File: src/pid_position_controller_core_assert.svh
// ----------------------------------------------------------------------------
// PID position controller assertion macros
// Concurrent checks on a clock with an active-low synchronous reset.
// ----------------------------------------------------------------------------
`ifndef PID_POSITION_CONTROLLER_CORE_ASSERT_SVH
`define PID_POSITION_CONTROLLER_CORE_ASSERT_SVH

`ifndef SYNTHESIS

// Check that a property holds at every clock edge out of reset.
`define PIDPC_ASSERT(label, clk, rst_n, prop) \
    label: assert property (@(posedge clk) disable iff (!(rst_n)) (prop)) \
        else $error("pidpc assertion failed");

// Check that a condition never holds out of reset.
`define PIDPC_NEVER(label, clk, rst_n, cond) \
    label: assert property (@(posedge clk) disable iff (!(rst_n)) !(cond)) \
        else $error("pidpc forbidden condition seen");

`else

`define PIDPC_ASSERT(label, clk, rst_n, prop)
`define PIDPC_NEVER(label, clk, rst_n, cond)

`endif

`endif

File: src/pidpc_pkg.sv
// ----------------------------------------------------------------------------
// PID position controller package
// Widths, reset values, register indexes, controller types and clamp helper.
// ----------------------------------------------------------------------------
`timescale 1ns / 1ps
`default_nettype none

package pidpc_pkg;

    // Field and register widths
    localparam int ANGLE_W   = 16;
    localparam int ERR_W     = ANGLE_W + 1;
    localparam int REG_W     = 16;
    localparam int CFG_IDX_W = 3;

    // Multiplier: 18 bit signed by 17 bit signed
    localparam int MUL_A_W = ERR_W + 1;
    localparam int MUL_B_W = REG_W + 1;
    localparam int PROD_W  = MUL_A_W + MUL_B_W;

    // Derivative term is split into a low unsigned half and a high signed half
    localparam int DLO_W = MUL_A_W - 1;
    localparam int ACC_W = 52;

    localparam int PERIOD_FRAC = 16;
    localparam int GAIN_FRAC   = 8;
    localparam int INC_W       = PROD_W - PERIOD_FRAC;
    localparam int ISUM_W      = INC_W + 1;
    localparam int CLAMP_W     = ACC_W - GAIN_FRAC;

    // Register reset values
    localparam logic [REG_W-1:0]        GAIN_P_RST        = 16'd384;
    localparam logic [REG_W-1:0]        GAIN_I_RST        = 16'd26;
    localparam logic [REG_W-1:0]        GAIN_D_RST        = 16'd0;
    localparam logic signed [REG_W-1:0] OUT_MIN_RST       = -16'sd12868;
    localparam logic signed [REG_W-1:0] OUT_MAX_RST       = 16'sd12868;
    localparam logic [REG_W-1:0]        SAMPLE_PERIOD_RST = 16'd655;
    localparam logic [REG_W-1:0]        SAMPLE_RATE_RST   = 16'd100;

    typedef enum logic [CFG_IDX_W-1:0] {
        CFG_GAIN_P        = 3'd0,
        CFG_GAIN_I        = 3'd1,
        CFG_GAIN_D        = 3'd2,
        CFG_OUT_MIN       = 3'd3,
        CFG_OUT_MAX       = 3'd4,
        CFG_SAMPLE_PERIOD = 3'd5,
        CFG_SAMPLE_RATE   = 3'd6
    } t_cfg_idx;

    typedef enum logic [3:0] {
        ST_IDLE,
        ST_INC,
        ST_DER,
        ST_P,
        ST_I,
        ST_DLO,
        ST_DHI,
        ST_SUM,
        ST_DONE
    } t_state;

    typedef enum logic [2:0] {
        MUL_INC,
        MUL_DER,
        MUL_P,
        MUL_I,
        MUL_DLO,
        MUL_DHI
    } t_mul_sel;

    typedef enum logic [1:0] {
        ACC_HOLD,
        ACC_LOAD,
        ACC_ADD,
        ACC_ADD_HI
    } t_acc_op;

    typedef struct packed {
        logic     load_in;
        logic     mul_en;
        t_mul_sel mul_sel;
        logic     upd_integ;
        logic     ld_deriv;
        t_acc_op  acc_op;
        logic     ld_out;
    } t_cmd;

    // Limit from above by hi, then from below by lo
    function automatic logic signed [ANGLE_W-1:0] clamp_limits(
        input logic signed [CLAMP_W-1:0] v,
        input logic signed [REG_W-1:0]   lo,
        input logic signed [REG_W-1:0]   hi
    );
        logic signed [CLAMP_W-1:0] t;
        t = v;
        if (t > CLAMP_W'(hi)) begin
            t = CLAMP_W'(hi);
        end
        if (t < CLAMP_W'(lo)) begin
            t = CLAMP_W'(lo);
        end
        return t[ANGLE_W-1:0];
    endfunction

endpackage

`default_nettype wire

File: src/pidpc_if.sv
// ----------------------------------------------------------------------------
// PID position controller channels
// Sample input, result output and register write channels.
// ----------------------------------------------------------------------------
`timescale 1ns / 1ps
`default_nettype none

interface pidpc_in_if;
    logic                                      valid;
    logic                                      ready;
    logic signed [pidpc_pkg::ANGLE_W-1:0]      setpoint;
    logic signed [pidpc_pkg::ANGLE_W-1:0]      measured;

    modport source (output valid, output setpoint, output measured, input ready);
    modport sink   (input valid, input setpoint, input measured, output ready);
endinterface

interface pidpc_out_if;
    logic                                      valid;
    logic                                      ready;
    logic signed [pidpc_pkg::ANGLE_W-1:0]      drive;
    logic signed [pidpc_pkg::ERR_W-1:0]        error;

    modport source (output valid, output drive, output error, input ready);
    modport sink   (input valid, input drive, input error, output ready);
endinterface

interface pidpc_cfg_if;
    logic                                      valid;
    logic                                      ready;
    logic [pidpc_pkg::CFG_IDX_W-1:0]           index;
    logic [pidpc_pkg::REG_W-1:0]               data;

    modport source (output valid, output index, output data, input ready);
    modport sink   (input valid, input index, input data, output ready);
endinterface

`default_nettype wire

File: src/pidpc_ctrl.sv
// ----------------------------------------------------------------------------
// PID position controller sequencer
// Steps the shared multiplier and accumulator through one sample.
// ----------------------------------------------------------------------------
`timescale 1ns / 1ps
`default_nettype none
`include "pid_position_controller_core_assert.svh"

module pidpc_ctrl (
    input  logic            i_clk,
    input  logic            i_rst_n,
    input  logic            i_in_valid,
    output logic            o_in_ready,
    output logic            o_out_valid,
    input  logic            i_out_ready,
    output pidpc_pkg::t_cmd o_cmd
);
    import pidpc_pkg::*;

    t_state r_state;
    t_state n_state;
    logic   r_out_valid;
    logic   w_out_free;

    assign w_out_free  = !r_out_valid || i_out_ready;
    assign o_out_valid = r_out_valid;

    always_ff @(posedge i_clk) begin
        if (!i_rst_n) begin
            r_state     <= ST_IDLE;
            r_out_valid <= 1'b0;
        end else begin
            r_state <= n_state;
            if (o_cmd.ld_out) begin
                r_out_valid <= 1'b1;
            end else if (i_out_ready) begin
                r_out_valid <= 1'b0;
            end
        end
    end

    always_comb begin
        n_state = r_state;
        unique case (r_state)
            ST_IDLE: begin
                if (i_in_valid) n_state = ST_INC;
            end
            ST_INC:  n_state = ST_DER;
            ST_DER:  n_state = ST_P;
            ST_P:    n_state = ST_I;
            ST_I:    n_state = ST_DLO;
            ST_DLO:  n_state = ST_DHI;
            ST_DHI:  n_state = ST_SUM;
            ST_SUM:  n_state = ST_DONE;
            ST_DONE: begin
                if (w_out_free) n_state = ST_IDLE;
            end
            default: n_state = ST_IDLE;
        endcase
    end

    always_comb begin
        o_in_ready       = 1'b0;
        o_cmd            = '0;
        o_cmd.mul_sel    = MUL_INC;
        o_cmd.acc_op     = ACC_HOLD;
        unique case (r_state)
            ST_IDLE: begin
                o_in_ready    = 1'b1;
                o_cmd.load_in = i_in_valid;
            end
            ST_INC: begin
                o_cmd.mul_en  = 1'b1;
                o_cmd.mul_sel = MUL_INC;
            end
            ST_DER: begin
                o_cmd.mul_en    = 1'b1;
                o_cmd.mul_sel   = MUL_DER;
                o_cmd.upd_integ = 1'b1;
            end
            ST_P: begin
                o_cmd.ld_deriv = 1'b1;
                o_cmd.mul_en   = 1'b1;
                o_cmd.mul_sel  = MUL_P;
            end
            ST_I: begin
                o_cmd.acc_op  = ACC_LOAD;
                o_cmd.mul_en  = 1'b1;
                o_cmd.mul_sel = MUL_I;
            end
            ST_DLO: begin
                o_cmd.acc_op  = ACC_ADD;
                o_cmd.mul_en  = 1'b1;
                o_cmd.mul_sel = MUL_DLO;
            end
            ST_DHI: begin
                o_cmd.acc_op  = ACC_ADD;
                o_cmd.mul_en  = 1'b1;
                o_cmd.mul_sel = MUL_DHI;
            end
            ST_SUM: begin
                o_cmd.acc_op = ACC_ADD_HI;
            end
            ST_DONE: begin
                o_cmd.ld_out = w_out_free;
            end
            default: begin
                o_in_ready = 1'b0;
            end
        endcase
    end

    `PIDPC_ASSERT(a_accept_starts, i_clk, i_rst_n, (r_state == ST_IDLE && i_in_valid) |=> (r_state == ST_INC))
    `PIDPC_ASSERT(a_valid_from_done, i_clk, i_rst_n, $rose(r_out_valid) |-> $past(r_state == ST_DONE))
    `PIDPC_ASSERT(a_done_waits, i_clk, i_rst_n, (r_state == ST_DONE && r_out_valid && !i_out_ready) |=> (r_state == ST_DONE && r_out_valid))
    `PIDPC_NEVER(a_no_accept_busy, i_clk, i_rst_n, o_in_ready && r_state != ST_IDLE)

endmodule

`default_nettype wire

File: src/pidpc_datapath.sv
// ----------------------------------------------------------------------------
// PID position controller datapath
// Registers, shared multiplier, accumulator, rounding and clamps.
// ----------------------------------------------------------------------------
`timescale 1ns / 1ps
`default_nettype none

module pidpc_datapath (
    input  logic                                  i_clk,
    input  logic                                  i_rst_n,
    input  pidpc_pkg::t_cmd                       i_cmd,
    input  logic signed [pidpc_pkg::ANGLE_W-1:0]  i_setpoint,
    input  logic signed [pidpc_pkg::ANGLE_W-1:0]  i_measured,
    input  logic                                  i_cfg_we,
    input  logic [pidpc_pkg::CFG_IDX_W-1:0]       i_cfg_index,
    input  logic [pidpc_pkg::REG_W-1:0]           i_cfg_data,
    output logic signed [pidpc_pkg::ANGLE_W-1:0]  o_drive,
    output logic signed [pidpc_pkg::ERR_W-1:0]    o_error
);
    import pidpc_pkg::*;

    // Configuration
    logic [REG_W-1:0]        r_gain_p;
    logic [REG_W-1:0]        r_gain_i;
    logic [REG_W-1:0]        r_gain_d;
    logic signed [REG_W-1:0] r_out_min;
    logic signed [REG_W-1:0] r_out_max;
    logic [REG_W-1:0]        r_period;
    logic [REG_W-1:0]        r_rate;

    // Loop state
    logic signed [ANGLE_W-1:0] r_integ;
    logic signed [ERR_W-1:0]   r_prev;

    // Working registers
    logic signed [ERR_W-1:0]   r_err;
    logic signed [PROD_W-1:0]  r_prod;
    logic signed [PROD_W-1:0]  r_deriv;
    logic signed [ACC_W-1:0]   r_acc;
    logic signed [ANGLE_W-1:0] r_drive;
    logic signed [ERR_W-1:0]   r_error;

    logic signed [MUL_A_W-1:0] w_mul_a;
    logic signed [MUL_B_W-1:0] w_mul_b;
    logic signed [MUL_A_W-1:0] w_diff;
    logic signed [PROD_W-1:0]  n_prod;
    logic signed [PROD_W-1:0]  w_inc_biased;
    logic signed [INC_W-1:0]   w_inc;
    logic signed [ISUM_W-1:0]  w_isum;
    logic signed [ACC_W-1:0]   w_acc_biased;
    logic signed [CLAMP_W-1:0] w_acc_rnd;
    logic signed [ACC_W-1:0]   n_acc;

    assign w_diff = MUL_A_W'(r_err) - MUL_A_W'(r_prev);

    // Operand select for the shared multiplier
    always_comb begin
        w_mul_a = MUL_A_W'(r_err);
        w_mul_b = MUL_B_W'(r_period);
        case (i_cmd.mul_sel)
            MUL_INC: begin
                w_mul_a = MUL_A_W'(r_err);
                w_mul_b = MUL_B_W'(r_period);
            end
            MUL_DER: begin
                w_mul_a = w_diff;
                w_mul_b = MUL_B_W'(r_rate);
            end
            MUL_P: begin
                w_mul_a = MUL_A_W'(r_err);
                w_mul_b = MUL_B_W'(r_gain_p);
            end
            MUL_I: begin
                w_mul_a = MUL_A_W'(r_integ);
                w_mul_b = MUL_B_W'(r_gain_i);
            end
            MUL_DLO: begin
                w_mul_a = {1'b0, r_deriv[DLO_W-1:0]};
                w_mul_b = MUL_B_W'(r_gain_d);
            end
            MUL_DHI: begin
                w_mul_a = r_deriv[PROD_W-1:DLO_W];
                w_mul_b = MUL_B_W'(r_gain_d);
            end
            default: begin
                w_mul_a = MUL_A_W'(r_err);
                w_mul_b = MUL_B_W'(r_period);
            end
        endcase
    end

    assign n_prod = w_mul_a * w_mul_b;

    // Integral increment, rounded half up, then clamped sum
    assign w_inc_biased = r_prod + PROD_W'(1 << (PERIOD_FRAC - 1));
    assign w_inc        = w_inc_biased[PROD_W-1:PERIOD_FRAC];
    assign w_isum       = ISUM_W'(r_integ) + ISUM_W'(w_inc);

    // Drive rounding
    assign w_acc_biased = r_acc + ACC_W'(1 << (GAIN_FRAC - 1));
    assign w_acc_rnd    = w_acc_biased[ACC_W-1:GAIN_FRAC];

    always_comb begin
        n_acc = r_acc;
        case (i_cmd.acc_op)
            ACC_HOLD:   n_acc = r_acc;
            ACC_LOAD:   n_acc = ACC_W'(r_prod);
            ACC_ADD:    n_acc = r_acc + ACC_W'(r_prod);
            ACC_ADD_HI: n_acc = r_acc + (ACC_W'(r_prod) <<< DLO_W);
            default:    n_acc = r_acc;
        endcase
    end

    // Configuration and loop state
    always_ff @(posedge i_clk) begin
        if (!i_rst_n) begin
            r_gain_p  <= GAIN_P_RST;
            r_gain_i  <= GAIN_I_RST;
            r_gain_d  <= GAIN_D_RST;
            r_out_min <= OUT_MIN_RST;
            r_out_max <= OUT_MAX_RST;
            r_period  <= SAMPLE_PERIOD_RST;
            r_rate    <= SAMPLE_RATE_RST;
            r_integ   <= '0;
            r_prev    <= '0;
        end else begin
            if (i_cfg_we) begin
                unique case (i_cfg_index)
                    CFG_GAIN_P:        r_gain_p  <= i_cfg_data;
                    CFG_GAIN_I:        r_gain_i  <= i_cfg_data;
                    CFG_GAIN_D:        r_gain_d  <= i_cfg_data;
                    CFG_OUT_MIN:       r_out_min <= i_cfg_data;
                    CFG_OUT_MAX:       r_out_max <= i_cfg_data;
                    CFG_SAMPLE_PERIOD: r_period  <= i_cfg_data;
                    CFG_SAMPLE_RATE:   r_rate    <= i_cfg_data;
                    default: begin
                    end
                endcase
            end
            if (i_cmd.upd_integ) begin
                r_integ <= clamp_limits(CLAMP_W'(w_isum), r_out_min, r_out_max);
            end
            if (i_cmd.ld_out) begin
                r_prev <= r_err;
            end
        end
    end

    // Payload registers
    always_ff @(posedge i_clk) begin
        if (i_cmd.load_in) begin
            r_err <= ERR_W'(i_setpoint) - ERR_W'(i_measured);
        end
        if (i_cmd.mul_en) begin
            r_prod <= n_prod;
        end
        if (i_cmd.ld_deriv) begin
            r_deriv <= r_prod;
        end
        r_acc <= n_acc;
        if (i_cmd.ld_out) begin
            r_drive <= clamp_limits(w_acc_rnd, r_out_min, r_out_max);
            r_error <= r_err;
        end
    end

    assign o_drive = r_drive;
    assign o_error = r_error;

endmodule

`default_nettype wire

File: src/pid_position_controller_core.sv
// Flow: a sample is taken only in idle, and its result is registered in the
//   done state; one 18x17 multiplier is shared by six products, and a result
//   register lets the next sample enter while one waits.
// Reset: synchronous active-low i_rst_n restores every gain, limit, period and
//   rate register to its default and clears the integral sum and last error.
// ----------------------------------------------------------------------------
// PID position controller core
// Error, clamped integral, derivative and clamped drive per sample.
// ----------------------------------------------------------------------------
`timescale 1ns / 1ps
`default_nettype none

module pid_position_controller_core (
    input  logic         i_clk,
    input  logic         i_rst_n,
    pidpc_in_if.sink     i_in,
    pidpc_out_if.source  o_out,
    pidpc_cfg_if.sink    i_cfg
);
    import pidpc_pkg::*;

    // Command bundle from the sequencer into the datapath
    t_cmd w_cmd;

    // Register writes take effect at once; the port never stalls. The user must
    // issue writes only while no sample is in flight; the block does not enforce it.
    assign i_cfg.ready = 1'b1;

    // Sequencer: idle -> increment product -> derivative product (integral
    // update) -> P, I, D-low, D-high products -> final add -> result load.
    pidpc_ctrl u_ctrl (
        .i_clk       (i_clk),
        .i_rst_n     (i_rst_n),
        .i_in_valid  (i_in.valid),
        .o_in_ready  (i_in.ready),
        .o_out_valid (o_out.valid),
        .i_out_ready (o_out.ready),
        .o_cmd       (w_cmd)
    );

    // Datapath: holds configuration, integral sum and previous error, and
    // drives the result payload registers.
    pidpc_datapath u_datapath (
        .i_clk       (i_clk),
        .i_rst_n     (i_rst_n),
        .i_cmd       (w_cmd),
        .i_setpoint  (i_in.setpoint),
        .i_measured  (i_in.measured),
        .i_cfg_we    (i_cfg.valid),
        .i_cfg_index (i_cfg.index),
        .i_cfg_data  (i_cfg.data),
        .o_drive     (o_out.drive),
        .o_error     (o_out.error)
    );

endmodule

`default_nettype wire
File: src/flat_wrapper.sv
// flat-port wrapper written by rule: the top's interface ports become plain ports
module pid_position_controller_core_flat import pidpc_pkg::*;
  (i_clk, i_rst_n, i_in_valid, i_in_setpoint, i_in_measured, i_in_ready, o_out_valid, o_out_drive, o_out_error, o_out_ready, i_cfg_valid, i_cfg_index, i_cfg_data, i_cfg_ready);
  pidpc_in_if i_in_i ();
  pidpc_out_if o_out_i ();
  pidpc_cfg_if i_cfg_i ();
  input  logic i_clk;
  input  logic i_rst_n;
  input wire logic [$bits(i_in_i.valid)-1:0] i_in_valid;
  input wire logic [$bits(i_in_i.setpoint)-1:0] i_in_setpoint;
  input wire logic [$bits(i_in_i.measured)-1:0] i_in_measured;
  output wire logic [$bits(i_in_i.ready)-1:0] i_in_ready;
  output wire logic [$bits(o_out_i.valid)-1:0] o_out_valid;
  output wire logic [$bits(o_out_i.drive)-1:0] o_out_drive;
  output wire logic [$bits(o_out_i.error)-1:0] o_out_error;
  input wire logic [$bits(o_out_i.ready)-1:0] o_out_ready;
  input wire logic [$bits(i_cfg_i.valid)-1:0] i_cfg_valid;
  input wire logic [$bits(i_cfg_i.index)-1:0] i_cfg_index;
  input wire logic [$bits(i_cfg_i.data)-1:0] i_cfg_data;
  output wire logic [$bits(i_cfg_i.ready)-1:0] i_cfg_ready;
  assign i_in_i.valid = i_in_valid;
  assign i_in_i.setpoint = i_in_setpoint;
  assign i_in_i.measured = i_in_measured;
  assign i_in_ready = i_in_i.ready;
  assign o_out_valid = o_out_i.valid;
  assign o_out_drive = o_out_i.drive;
  assign o_out_error = o_out_i.error;
  assign o_out_i.ready = o_out_ready;
  assign i_cfg_i.valid = i_cfg_valid;
  assign i_cfg_i.index = i_cfg_index;
  assign i_cfg_i.data = i_cfg_data;
  assign i_cfg_ready = i_cfg_i.ready;
  pid_position_controller_core u_core (.i_clk(i_clk), .i_rst_n(i_rst_n), .i_in(i_in_i), .o_out(o_out_i), .i_cfg(i_cfg_i));
endmodule
File: config.mk
export PLATFORM = sky130hd
export DESIGN_NAME = pid_position_controller_core_flat
export DESIGN_NICKNAME = d
export VERILOG_FILES = /design/src/pidpc_pkg.sv /design/src/pidpc_if.sv /design/src/pidpc_ctrl.sv /design/src/pidpc_datapath.sv /design/src/pid_position_controller_core.sv /design/src/flat_wrapper.sv
export VERILOG_INCLUDE_DIRS = /design/src /design/src/src
export SDC_FILE = /design/constraint.sdc
export NUM_CORES = 2
export LEC_CHECK = 0
export BUFFER_PORTS_ARGS = -buffer_cell sky130_fd_sc_hd__buf_2
export CAP_MARGIN = 10
export CORE_MARGIN = 2
export CORE_UTILIZATION = 50
export CTS_BUF_LIST = sky130_fd_sc_hd__clkbuf_8
export DETAILED_ROUTE_END_ITERATION = 7
export GPL_TIMING_DRIVEN = 1
export PLACE_DENSITY_LB_ADDON = 0.2
export SKIP_LAST_GASP = 1
export SLEW_MARGIN = 40
export SYNTH_ARGS = -nofsm -noshare
export SYNTH_HDL_FRONTEND = slang
export SYNTH_HIERARCHICAL = 1
export SYNTH_SLANG_ARGS = --single-unit
File: constraint.sdc
create_clock -name i_clk -period 12.55 [get_ports i_clk]
set_input_delay 1.255 -clock i_clk [delete_from_list [all_inputs] [get_ports i_clk]]
set_output_delay 1.255 -clock i_clk [all_outputs]
set_load 0.01 [all_outputs]
==> impl_metrics.toml <==
[finish]
num-nets-final = 4901
fillCellCount = 6599
final_common_cell = "nand2_1"
layout-drive-gt1-share = 0.0874
final_cell_mix = "nand2_1 (538), inv_1 (482), ha_1 (358)"
area_delta_synth_final_pct = 8.31

[floorplanning]
num_rows = 98
io_pins = 92
core_mm2 = 0.0716
fp.dieH_um = 273
start_util = 0.505
die-area_mm2 = 0.0745
die_x_um = 273

[logic_synthesis]
synth_nets = 4865
syn_inst = 4159
synth_flop_cell = "edfxtp_1"
synthArstFlopShare = 0
ys_ff_latch = 322
ys_types = 96
synth.cell_area_mm2 = 0.0362
synth_warnings = 6
synth_edf_count = 172
syn_area_per_cell_um2 = 8.70
ys_seq_area_frac = 0.226

[worst_setup_path]
timing.rr.end = "u_core/u_datapath/r_prod[34]"
arrival_ns = 10.89
crit_top_cell = "fa_1"
critPathRequiredTime_ns = 13.00
cpMaxStageDelayCell = "dfxtp_1"
crit_path_start_kind = "register"
path_max_fanout = 40
cpPeakStageDelay_ns = 0.62
critPathKind = "reg -> reg"
ff2ff_path_depth = 32
r2r_slack_ns = 2.11
r2r_start = "u_core/u_ctrl/r_state[0]"
critPathCaptureType = "register"

[clock_network]
cts_resized = 0
ctsLongestPathBuffers = 3
post_cts_buffers = 0
clk_latency_ns = 0.71
clk_pin_slew_worst_paths_ns = 0.06
cts_buffers = 58
cts_root_buffer = "clkbuf_8"
cts_max_level = 2
cts_sinks = 322
hold_buffers = 0
cts_tree = "built"

[place]
dp_hpwl_um = 84300
port_buffers = 90
place.gp.congestion = 0.961
place_ws_ns = 2.19

[min_path]
min_from = "u_core/u_datapath/r_period[6]"
holdPathStages = 2
hold_path_class = "reg -> reg"
whs_endpoint = "u_core/u_datapath/r_period[6]"

[drt]
drt_iter0_markers = 2775
routed_via_density = 5.88
ant_nets = 0
dr.pass1.iters = 6
drc = 0
wirelength_um = 111000
wl_per_cell_um = 21.3
vias = 30500

[timing]
fin_worst_skew_ns = 0.0608
tns_ns = 0
finalCritPeriodShare = 0.832
rsz0062_at_grt = "false"
hold_violations = 0
fmax_ghz = 0.0958
tightest_slew_ns = 0.968
post-route-min-period_ns = 10.44
maxSlewViolCount = 0
slew_headroom = 0.348
setup_ws_ns = 2.11
finalSetupViolCount = 0

[global_routing]
grt_max_degree = 94
grt_pass1_wl_um = 171000
grt_pass1_vias = 29500
grt_antenna_before_repair = 1
grt_util_all_layers = 0.296
globalRoute.totalOverflow = 0

[run]
drv_cap = 0

[run_status]
status = "completed"
## cells in the mapped netlist, types with 33 or more instances
cell type,count,area share
fa_1,292,0.16
clkbuf_1,148,0.015
nand3_1,107,0.015
mux2i_1,33,0.0091
a31oi_1,33,0.0057
and3_1,51,0.0088
a21oi_1,220,0.030
xor2_1,73,0.018
mux2_2,40,0.012
o211ai_1,36,0.0075
inv_1,466,0.048
a21boi_0,108,0.022
nand2_1,538,0.056
and2_1,42,0.0073
edfxtp_1,172,0.14
nand4_1,55,0.0095
ha_1,358,0.12
o21ai_0,157,0.022
dfxtp_1,150,0.083
a21o_1,76,0.016
nor3_1,60,0.0083
nor2b_1,59,0.010
nor2_1,288,0.030
o21a_1,43,0.0089
xnor2_1,127,0.031
## kinds of logic (layout without fill, tap and decap cells)
family                     after synthesis  after routing  share of synthesized area
AOI/OAI and AO/OA                      914            914                      0.168
other                                    1              2                   0.000104
buffers and inverters                  639            723                     0.0679
DFF                                    322            322                      0.226
and+or+nand+nor                       1333           1333                      0.172
muxes                                   96             96                     0.0310
xor gates and xnor gates               200            200                     0.0484
adders and majority gates              654            654                      0.287
## cell type report
type | instances | area, µm² | share of cell area
Multi-Input combinational cell | 3198 | 25800 | 0.659
Inverter | 466 | 1750 | 0.0447
Tap cell | 950 | 1190 | 0.0303
Clock inverter | 40 | 397 | 0.0101
Clock buffer | 68 | 936 | 0.0239
Timing Repair Buffer | 149 | 900 | 0.0230
Antenna cell | 1 | 2.50 | 0.0000639
Sequential cell | 322 | 8170 | 0.209
## through the flow
step | std cells | utilization | hold slack [ns] | area (µm²)
2_1_floorplan | 4159 | - | 0.436 | 36200
3_3_place_gp | 5084 | 0.527 | 0.449 | 37700
3_5_place_dp | 5085 | 0.528 | 0.457 | 37800
4_1_cts | 5193 | 0.547 | 0.468 | 39100
5_1_grt | 5194 | 0.547 | 0.489 | 39200
6_report | 5194 | 0.547 | 0.466 | 39200
## worst max path at each step
stage,startpoint,to,slack [ns],depth (start not counted)
floorplan,u_core/u_ctrl/r_state[2],u_core/u_datapath/r_prod[34],3.74,34
global placement,u_core/u_ctrl/r_state[0],u_core/u_datapath/r_prod[34],2.19,31
detailed placement,u_core/u_ctrl/r_state[0],u_core/u_datapath/r_prod[34],2.19,29
CTS,u_core/u_ctrl/r_state[0],u_core/u_datapath/r_prod[34],2.18,29
global route,u_core/u_ctrl/r_state[0],u_core/u_datapath/r_prod[34],1.52,30
finish,u_core/u_ctrl/r_state[0],u_core/u_datapath/r_prod[34],2.11,32
## sequential cells by signal (all words and copies together) (netlist names)
register / cells
u_core/u_datapath/r_out_max: 16
u_core/u_datapath/r_period: 16
u_core/u_datapath/r_prev: 17
u_core/u_datapath/r_gain_i: 16
u_core/u_ctrl/o_out_valid: 1
u_core/u_datapath/r_gain_p: 16
u_core/u_datapath/r_acc: 52
u_core/u_datapath/r_rate: 16
u_core/u_datapath/r_gain_d: 16
u_core/u_datapath/r_out_min: 16
u_core/u_datapath/r_integ: 16
u_core/u_datapath/o_error: 17
u_core/u_datapath/o_drive: 16
u_core/u_datapath/r_deriv: 35
u_core/u_ctrl/r_state: 4
u_core/u_datapath/r_err: 17
u_core/u_datapath/r_prod: 35
## routing by layer
layer	track usage	part of all wire	vias to the layer above
met5	0	0	-
li1	-	-	14500
met1	0.408	0.43	14600
met3	0.0640	0.090	232
met4	0.105	0.038	0
met2	0.457	0.44	1216
## worst max-delay path: cells and delay by family, from the launching register on
kind / cells / cell delay, ns
flops: 1 / 0.62
fa+ha+maj: 7 / 3.36
xor+xnor: 1 / 0.07
compound gates: 14 / 3.63
simple gates: 5 / 1.69
buf+inv: 5 / 0.77
Power is left out: the tool's default activity adds up to more than one toggle a clock period on the data nets, which glitch-free logic cannot reach.
